File: src/rtl/core/tdlm_pkg.sv
// Shared widths, constants and codes of the throughput, drop and latency monitor.
package tdlm_pkg;

	localparam int unsigned LATENCY_DEPTH_DEF = 64;

	localparam int unsigned VAL_W     = 32;
	localparam int unsigned TOT_W     = 48;
	localparam int unsigned FRAC_W    = 17;
	localparam int unsigned CFG_IDX_W = 1;
	localparam int unsigned CFG_W     = TOT_W;

	// shared divider: widest dividend is dropped delta shifted by 16, widest divisor
	// is samples plus dropped deltas
	localparam int unsigned DVD_W  = 64;
	localparam int unsigned DVS_W  = TOT_W + 1;
	localparam int unsigned SCL_W  = 10;
	localparam int unsigned PROD_W = TOT_W + SCL_W;

	localparam logic [SCL_W-1:0]  RATE_SCALE   = 10'd1000;
	localparam logic [TOT_W-1:0]  TOT_MAX      = 48'hFFFF_FFFF_FFFF;
	localparam logic [TOT_W-1:0]  MIN_THR_RST  = 48'd1000;
	localparam logic [FRAC_W-1:0] MAX_DROP_RST = 17'd655;

	localparam logic [CFG_IDX_W-1:0] REG_MIN_THR  = 1'b0;
	localparam logic [CFG_IDX_W-1:0] REG_MAX_DROP = 1'b1;

	typedef enum logic [2:0] {
		KIND_READ    = 3'd0,
		KIND_WRITE   = 3'd1,
		KIND_SAMPLES = 3'd2,
		KIND_DROPPED = 3'd3,
		KIND_LATENCY = 3'd4,
		KIND_UPDATE  = 3'd5,
		KIND_RESTART = 3'd6
	} kind_t;

endpackage

File: src/rtl/core/tdlm_div.sv
// Shared radix-2 restoring divider, one quotient bit per cycle.
module tdlm_div
	import tdlm_pkg::*;
(
	input  logic             clk,
	input  logic             arst_n,
	input  logic             start,
	input  logic [DVD_W-1:0] dividend,
	input  logic [DVS_W-1:0] divisor,
	output logic             busy,
	output logic             done,
	output logic [DVD_W-1:0] quotient
);

	localparam int unsigned CNT_W = $clog2(DVD_W + 1);

	logic [DVS_W-1:0] rem_q;
	logic [DVS_W-1:0] dvs_q;
	logic [DVD_W-1:0] quo_q;
	logic [CNT_W-1:0] cnt_q;
	logic             busy_q;
	logic             done_q;
	logic [DVS_W:0]   trial;
	logic [DVS_W:0]   diff;
	logic             ge;

	always_comb begin
		trial = {rem_q, quo_q[DVD_W-1]};
		diff  = trial - {1'b0, dvs_q};
		ge    = (trial >= {1'b0, dvs_q});
	end

	always_ff @(posedge clk or negedge arst_n) begin
		if (!arst_n) begin
			busy_q <= 1'b0;
			done_q <= 1'b0;
			cnt_q  <= '0;
		end else begin
			done_q <= 1'b0;
			if (start && !busy_q) begin
				busy_q <= 1'b1;
				cnt_q  <= CNT_W'(DVD_W);
			end else if (busy_q) begin
				cnt_q <= cnt_q - CNT_W'(1);
				if (cnt_q == CNT_W'(1)) begin
					busy_q <= 1'b0;
					done_q <= 1'b1;
				end
			end
		end
	end

	// shift the dividend out at the top while the quotient fills in at the bottom
	always_ff @(posedge clk) begin
		if (start && !busy_q) begin
			rem_q <= '0;
			quo_q <= dividend;
			dvs_q <= divisor;
		end else if (busy_q) begin
			rem_q <= ge ? diff[DVS_W-1:0] : trial[DVS_W-1:0];
			quo_q <= {quo_q[DVD_W-2:0], ge};
		end
	end

	assign busy     = busy_q;
	assign done     = done_q;
	assign quotient = quo_q;

endmodule

File: config.mk
export PLATFORM = sky130hd
export DESIGN_NAME = tdlm_div
export DESIGN_NICKNAME = d
export VERILOG_FILES = /design/src/rtl/core/tdlm_pkg.sv /design/src/rtl/core/tdlm_div.sv
export SDC_FILE = /design/constraint.sdc
export NUM_CORES = 1
export LEC_CHECK = 0
export BUFFER_PORTS_ARGS = -buffer_cell sky130_fd_sc_hd__buf_2
export CORE_MARGIN = 3
export CORE_UTILIZATION = 30
export CTS_CLUSTER_SIZE = 14
export DETAILED_ROUTE_END_ITERATION = 8
export SLEW_MARGIN = 20
export SYNTH_ARGS = -nofsm -noshare
export SYNTH_HDL_FRONTEND = slang
export SYNTH_SLANG_ARGS = --single-unit
File: constraint.sdc
create_clock -name clk -period 9.75 [get_ports clk]
set_input_delay 0.975 -clock clk [delete_from_list [all_inputs] [get_ports clk]]
set_output_delay 0.975 -clock clk [all_outputs]
set_load 0.005 [all_outputs]
==> key figures, run 1 <==
Run status
  • Status: finished, final reports clean

Clocking
  • Clock-pin transition on the worst setup and hold timing paths: 80 ps
  • CTS resizes: 0
  • CTS tree: done
  • Skew-Pair Late Insertion Delay: between 400 and 500 ps
  • Clock H-tree levels: 4
  • CTS Root Cell: clkbuf_16
  • TritonCTS Sinks: approximately 170
  • Hold-fix buffer count after cts: 0
  • Post-CTS Setup Bufs: 0
  • CTS Buf Count: 17
  • Clock Tree Buf Depth: 2

Floorplan
  • Die Y: 184.1 um
  • Rows: 64
  • Full die area: 0.03391 mm^2
  • Initial core utilization: 30.80%
  • Core Box Area: 0.03091 mm^2
  • Ports: about 180
  • Die W: approximately 180 um

Logic synthesis
  • Top cell type by total area after synthesis: edfxtp_1
  • Distinct cells, synth: 63
  • Primary FF master, synth: edfxtp_1
  • Post-Synthesis Cell Area: 0.009520 mm^2
  • Post-synth top cells: nand2_1 (276), edfxtp_1 (113), inv_1 (62)
  • EDFF count, synth: 113
  • Net count after synthesis: 1197
  • Simple-Gate Fraction of Synth Area: around 16%
  • YS warnings: 0
  • Post-synthesis mux area share: 0.4468%
  • Synth Area in XOR/XNOR: under 10%
  • Ys async rst share: ~5.3%
  • Largest family of logic cells by synthesized area: compound AO/OA/AOI/OAI gates
  • Post-synth top area share: 35.64%
  • Seq/Total Area, Yosys: around half
  • Mean Syn Cell Area: 9.252 um^2
  • Adder-cell share of the synthesized area: just under 7%
  • Mapped Cells: ~1k
  • Count leader, synth: nand2_1
  • Compound-Gate Fraction of Synth Area: 18.73%
  • Seq cells post-synth: ~170
  • Main area contributors after synthesis: edfxtp_1 (36%), nand2_1 (11%), dfxtp_1 (10%), ha_1 (6.7%), a22o_1 (3.9%)

Worst setup path
  • Reg2Reg Capture Point: rem_q[1]
  • Worst EP arrival: 4610 ps
  • Biggest cell delay along the critical path: ~620 ps
  • Cell family with most CP delay: compound AO/OA/AOI/OAI gates
  • Crit-path max FO: between 60 and 70
  • Reg2Reg Launch Point: quotient[63]
  • WP data required: 10090 ps
  • Kind of critical path: reg2reg
  • CP bufs+invs: 3
  • Crit path cell chain: inv_1, ha_1, inv_1, fa_1, a21o_1, a311oi_2, or2_2, o311ai_1, o21ai_2, o21ai_2, a311oi_4, buf_4, mux2_2, a22o_1
  • Setup crit end kind: flip-flop
  • Reg-to-reg slack, setup: 5480 ps
  • Reg2Reg Depth: 14
  • Crit start category: flip-flop
  • Slowest-stage cell, CP: buf_4

STA
  • Clock skew: 10.06 ps
  • Period minus WS final: between 4000 and 5000 ps
  • Final Cycle Share: 43.79%
  • Final setup violation count: 0
  • RSZ-0062 raised after global routing: false
  • Fin. Hold Viols: 0
  • Setup TNS: 0 ps
  • Final Max Slew Viols: 0
  • Max_slew headroom: 41.05%
  • Post-route worst setup slack: 5481 ps
  • Slew @ Worst Pin: between 800 and 900 ps
  • Fmax: 234.2 MHz

Drt
  • 1st-iter DRT viols: 411
  • Met3 WL post-DR: 2.168 mm
  • DRT Pass-1 Iters: 5
  • Antenna Nets Post-Route: 0
  • WL/cell: roughly 16 um
  • WL met1: between 10 and 15 mm
  • Post-route DRC: 0
  • Final wirelength: roughly 25 mm
  • WL met2: around 11 mm
  • Top Metal Used: met5
  • DR vias: 7800
  • DR vias/cell: 4.899

Global routing
  • Initial antenna violation count: 5
  • All-Layer GR Usage: 14.87%
  • First-pass GRT wire length: 40.08 mm
  • Largest net degree at the start of global routing: 77
  • Grt total ovfl: 0
  • Vias in the first global route: 7790

Placement
  • Placed cell areas: 0.01075 mm^2
  • Routability cong.: 0.8676
  • # port buffers: between 150 and 200
  • Placed Instances: around 1.6k
  • DP Wirelength: 17.94 mm
  • Dpl ws: 4907 ps

Cells and area
  • Layout area overhead: 19.40%
  • Post-layout instance area: around 0.011 mm^2
  • Non-filler cells, final: approximately 1.6k
  • Share of cells above drive strength 1: 19.75%
  • Final nets: 1350

Power
  • Leak: 5.230 nW
  • Cell Pwr Density: 337.4 mW/mm^2
  • Design Power: 3.835 mW
  • IR drop worst, VDD: 0.0001325 V

Min path
  • Hold Crit Class: in2async

Flow run
  • Max Cap Viol: 0
stage by stage:
step / util (%) / hold slack, ps
finish: 36.78 / 373.1
detailed placement: 34.78 / 469.2
CTS: 36.73 / 353.5
global placement: 34.78 / 466.1
floorplan: - / 441.4
global route: 36.77 / 362.0
power by group:
part	internal, mW	switching (mW)
Combinational	0.822	1.00
Clock	0.369	0.335
Sequential	1.11	0.196
Total	2.30	1.53
registers in the layout, indices dropped and copies added (netlist names):
register	cells
dvs_q	49
cnt_q	7
rem_q	49
quotient	64
done	1
busy	1
worst max-delay path by stage:
stage | to | start | cells past startpoint
floorplan | rem_q[1] | quotient[63] | 14
global placement | rem_q[1] | quotient[63] | 14
detailed placement | rem_q[1] | quotient[63] | 14
CTS | rem_q[1] | quotient[63] | 14
global route | rem_q[1] | quotient[63] | 14
finish | rem_q[1] | quotient[63] | 14
cells in the final DEF (no fill, tap or decap), types with 3 or more instances in the layout:
cell	n
o21a_1	5
nand4_1	9
o31ai_1	5
a31oi_1	7
xor2_1	23
or2_2	4
a21boi_0	3
a22o_1	42
a211oi_1	5
buf_2	181
inv_1	60
dfxtp_1	49
inv_6	4
nand3_1	15
a21o_1	34
nor4_1	3
and4_1	3
nor2_1	27
o21bai_1	5
nand2_1	276
and3_1	5
xnor2_1	23
ha_1	51
inv_8	5
clkbuf_16	17
buf_4	6
a32oi_1	6
nand2b_1	9
dfrtp_1	8
edfxtp_1	113
or3_1	6
a21oi_1	54
o21ai_1	41
nor3b_1	3
nor3_1	3
o21ai_0	37
cells by family (layout without fill, tap and decap cells):
| logic type | Yosys count | in the layout |
|---|---|---|
| adder cells (fa/ha/maj) | 52 | 52 |
| multiplexers | 4 | 4 |
| AND/OR/NAND/NOR | 371 | 371 |
| buffers and inverters | 116 | 282 |
| AO/OA/AOI/OAI | 269 | 269 |
| flip-flops | 171 | 171 |
| other | 0 | 1 |
| XOR/XNOR | 46 | 46 |
layer usage:
layer  GRT usage (%)  vias up
met5               0        -
met4           3.961        6
li1                -     3940
met1           18.65     3613
met3           6.118       21
met2           23.81      220
final cells by class:
cell class | instances | area (um^2)
Antenna cell | 1 | 2.502
Clock buffer | 17 | 425.4
Clock inverter | 15 | 178.9
Fill cell | 3233 | 19540
Inverter | 62 | 235.2
Multi-Input combinational cell | 742 | 4467
Sequential cell | 171 | 4601
Tap cell | 396 | 495.5
Timing Repair Buffer | 188 | 962.2
No activity file was read; power rests on OpenSTA's default activity.
==> inputs of run 2 (changes only) <==
Settings changed: ABC_AREA set to 1.
Clock period 9.75 ns to 3.45 ns, I/O delays scaled along.
==> key figures, run 2 <==
Run status
  • Status: finished, final reports clean (unchanged)

Clocking
  • Hold-fix buffer count after cts: 1 (was 0)
  • Clock H-tree levels: 4 (unchanged)
  • Skew-Pair Late Insertion Delay: 460 ps (was 440 ps)
  • CTS tree: done (unchanged)
  • CTS Root Cell: clkbuf_16 (unchanged)
  • Clock Tree Buf Depth: 2 (unchanged)
  • CTS resizes: 0 (unchanged)
  • Clock-pin transition on the worst setup and hold timing paths: 80 ps (about the same)
  • CTS Buf Count: 17 (unchanged)
  • TritonCTS Sinks: 171 (unchanged)
  • Post-CTS Setup Bufs: 0 (unchanged)

Cells and area
  • Commonest non-fill, non-tap cell in the layout: nand2_1 (unchanged)
  • Max FFs per register: 64 (unchanged)
  • Non-filler cells, final: 2416 (was 1592)
  • Final nets: 2057 (was 1350)
  • Commonest cells after routing, fill and taps aside: nand2_1 (700), inv_1 (353), buf_2 (181) (was nand2_1 (276), buf_2 (181), edfxtp_1 (113))
  • Share of cells above drive strength 1: 13.67% (was 19.75%)
  • Util after Layout: 35.98% (was 36.78%)
  • Layout area overhead: 17.69% (was 19.40%)

STA
  • Slew @ Worst Pin: 838.3 ps (was 882.0 ps)
  • Max_slew headroom: 44.03% (was 41.05%)
  • Period minus WS final: 2814 ps (was 4269 ps)
  • Hold WS: 58.51 ps (was 373.1 ps)
  • Setup TNS: 0 ps (unchanged)
  • Final setup violation count: 0 (unchanged)
  • Post-route worst setup slack: 635.7 ps (was 5481 ps)
  • Final Max Slew Viols: 0 (unchanged)
  • Clock skew: 22.53 ps (was 10.06 ps)
  • Final Cycle Share: 81.57% (was 43.79%)
  • RSZ-0062 raised after global routing: false (unchanged)
  • Fin. Hold Viols: 0 (unchanged)
  • Fmax: 355.3 MHz (was 234.2 MHz)

Drt
  • Post-route DRC: 0 (unchanged)
  • Antenna Nets Post-Route: 0 (unchanged)
  • 1st-iter DRT viols: 665 (was 411)
  • Final wirelength: 35.44 mm (was 24.87 mm)
  • DRT Pass-1 Iters: 7 (was 5)
  • DR vias: 10.98k (was 7800)
  • DR vias/cell: 4.545 (was 4.899)
  • WL/cell: 14.67 um (was 15.62 um)

Worst setup path
  • Crit-path max FO: 21 (was 68)
  • Crit start category: flip-flop (unchanged)
  • WP data required: 3670 ps (was 10090 ps)
  • Reg2Reg Capture Point: quotient[0] (was rem_q[1])
  • Kind of critical path: reg2reg (unchanged)
  • Reg-to-reg slack, setup: 640 ps (was 5480 ps)
  • Reg2Reg Depth: 13 (was 14)
  • Worst EP arrival: 3030 ps (was 4610 ps)
  • Reg2Reg Launch Point: quotient[63] (unchanged)
  • Setup crit end kind: flip-flop (unchanged)

Floorplan
  • Full die area: 0.04095 mm^2 (was 0.03391 mm^2)
  • Core Box Area: 0.03784 mm^2 (was 0.03091 mm^2)
  • Ports: 182 (unchanged)
  • Die Y: 202.4 um (was 184.1 um)
  • Die W: 202.4 um (was 184.1 um)
  • Initial core utilization: 30.57% (was 30.80%)
  • Rows: 71 (was 64)

Global routing
  • All-Layer GR Usage: 17.45% (was 14.87%)
  • First-pass GRT wire length: 56.85 mm (was 40.08 mm)
  • Vias in the first global route: 10.78k (was 7790)
  • Grt total ovfl: 0 (unchanged)
  • Largest net degree at the start of global routing: 115 (was 77)
  • Initial antenna violation count: 5 (unchanged)

Power
  • IR drop worst, VDD: 0.0004105 V (was 0.0001325 V)
  • Leak: 7.464 nW (was 5.230 nW)
  • Cell Pwr Density: 893.3 mW/mm^2 (was 337.4 mW/mm^2)

Logic synthesis
  • Main area contributors after synthesis: edfxtp_1 (29%), nand2_1 (23%), inv_1 (11%), dfxtp_1 (8.5%), ha_1 (5.5%) (was edfxtp_1 (36%), nand2_1 (11%), dfxtp_1 (10%), ha_1 (6.7%), a22o_1 (3.9%))
  • Distinct cells, synth: 37 (was 63)
  • Seq/Total Area, Yosys: 39.76% (was 48.31%)
  • Count leader, synth: nand2_1 (unchanged)
  • EDFF count, synth: 113 (unchanged)
  • Primary FF master, synth: edfxtp_1 (unchanged)
  • Post-Synthesis Cell Area: 0.01157 mm^2 (was 0.009520 mm^2)
  • Mapped Cells: 1721 (was 1029)
  • Post-synth top area share: 29.33% (was 35.64%)
  • YS warnings: 0 (unchanged)
  • Seq cells post-synth: 171 (unchanged)
  • Post-synth top cells: nand2_1 (700), inv_1 (354), nand3_1 (123) (was nand2_1 (276), edfxtp_1 (113), inv_1 (62))
  • Net count after synthesis: 1889 (was 1197)
  • Top cell type by total area after synthesis: edfxtp_1 (unchanged)
  • Ys async rst share: 5.263% (unchanged)
  • Mean Syn Cell Area: 6.722 um^2 (was 9.252 um^2)

Placement
  • Dpl ws: 625.0 ps (was 4907 ps)
  • Placed Instances: 2380 (was 1558)
  • DP Wirelength: 26.97 mm (was 17.94 mm)
  • Routability cong.: 0.9370 (was 0.8676)
  • # port buffers: 181 (unchanged)

Min path
  • Hold depth: 1
  • Start point of the worst hold path: divisor[13]
  • Hold Crit Class: in2reg (was in2async)
  • WHS Endpoint: dvs_q[13]

Flow run
  • Max Cap Viol: 0 (unchanged)
==> run 2: cell types whose count changed after synthesis, moves of 25 or more <==
| cell | change |
|---|---|
| inv_1 | +292 |
| nand4_1 | +52 |
| a22o_1 | -42 |
| nand3_1 | +108 |
| nor2_1 | +58 |
| nand2_1 | +424 |
| o21ai_0 | -29 |
| a21oi_1 | -25 |
| a21o_1 | -33 |
==> run 2: per-layer routing <==
metal | GRT usage (%) | up-vias | wire length [um]
li1 | - | 5639 | -
met4 | 5.147 | 6 | 691
met2 | 28.32 | 346 | 15790
met3 | 3.881 | 45 | 2531
met5 | 0 | - | 40
met1 | 23.37 | 4944 | 16390
==> run 2: critical path: stages (launching register included) <==
cell	delay (ps)
edfxtp_1	380
inv_1	90
ha_1	140
inv_1	80
fa_1	450
nand3_1	130
nand3_2	150
nand2_1	110
nand2_2	100
nand2_2	90
nand3_2	350
buf_4	370
nand2_1	90
nand2_1	60
==> run 2: how the worst max path moves through the flow <==
stage,from,end,slack [ps],depth (start not counted)
final,quotient[63],quotient[0],640,13
after global routing,quotient[63],rem_q[3],450,13
after CTS,quotient[63],quotient[0],640,13
after detailed placement,quotient[63],quotient[0],630,13
after global placement,quotient[63],quotient[0],720,13
after floorplan,busy,quotient[0],190,4
==> run 2: kinds of logic after synthesis <==
logic type	share of synthesized area, %
adder cells (fa/ha/maj)	5.689
buffers and inverters	13.90
AO/OA/AOI/OAI	2.790
XOR/XNOR	1.741
AND/OR/NAND/NOR	36.12
flip-flops	39.76
==> run 2: where the power goes <==
group / leakage, nW / switching (mW) / internal, mW / total, mW
logic: 5.56 / 4.22 / 2.33 / 6.55
clock network: 0.284 / 0.954 / 0.988 / 1.94
registers: 1.62 / 0.504 / 3.16 / 3.67
==> run 2: through the flow <==
stage               power, mW  cell area [um^2]
floorplan               8.199             11570
global placement        10.15             13020
detailed placement      10.22             13020
CTS                     12.26             13610
global route            13.41             13610
finish                  12.16             13620
==> run 2: cell type report <==
cell class              count  area [um^2]
repair buffers            194         1031
flip-flops and latches    171         4601
well taps                 511        639.4
diodes                      3        7.507
clock buffers              19        442.9
inverters                 366         1375
multi-input cells        1139         5379
clock inverters            13        140.1
fillers                  4199        24230
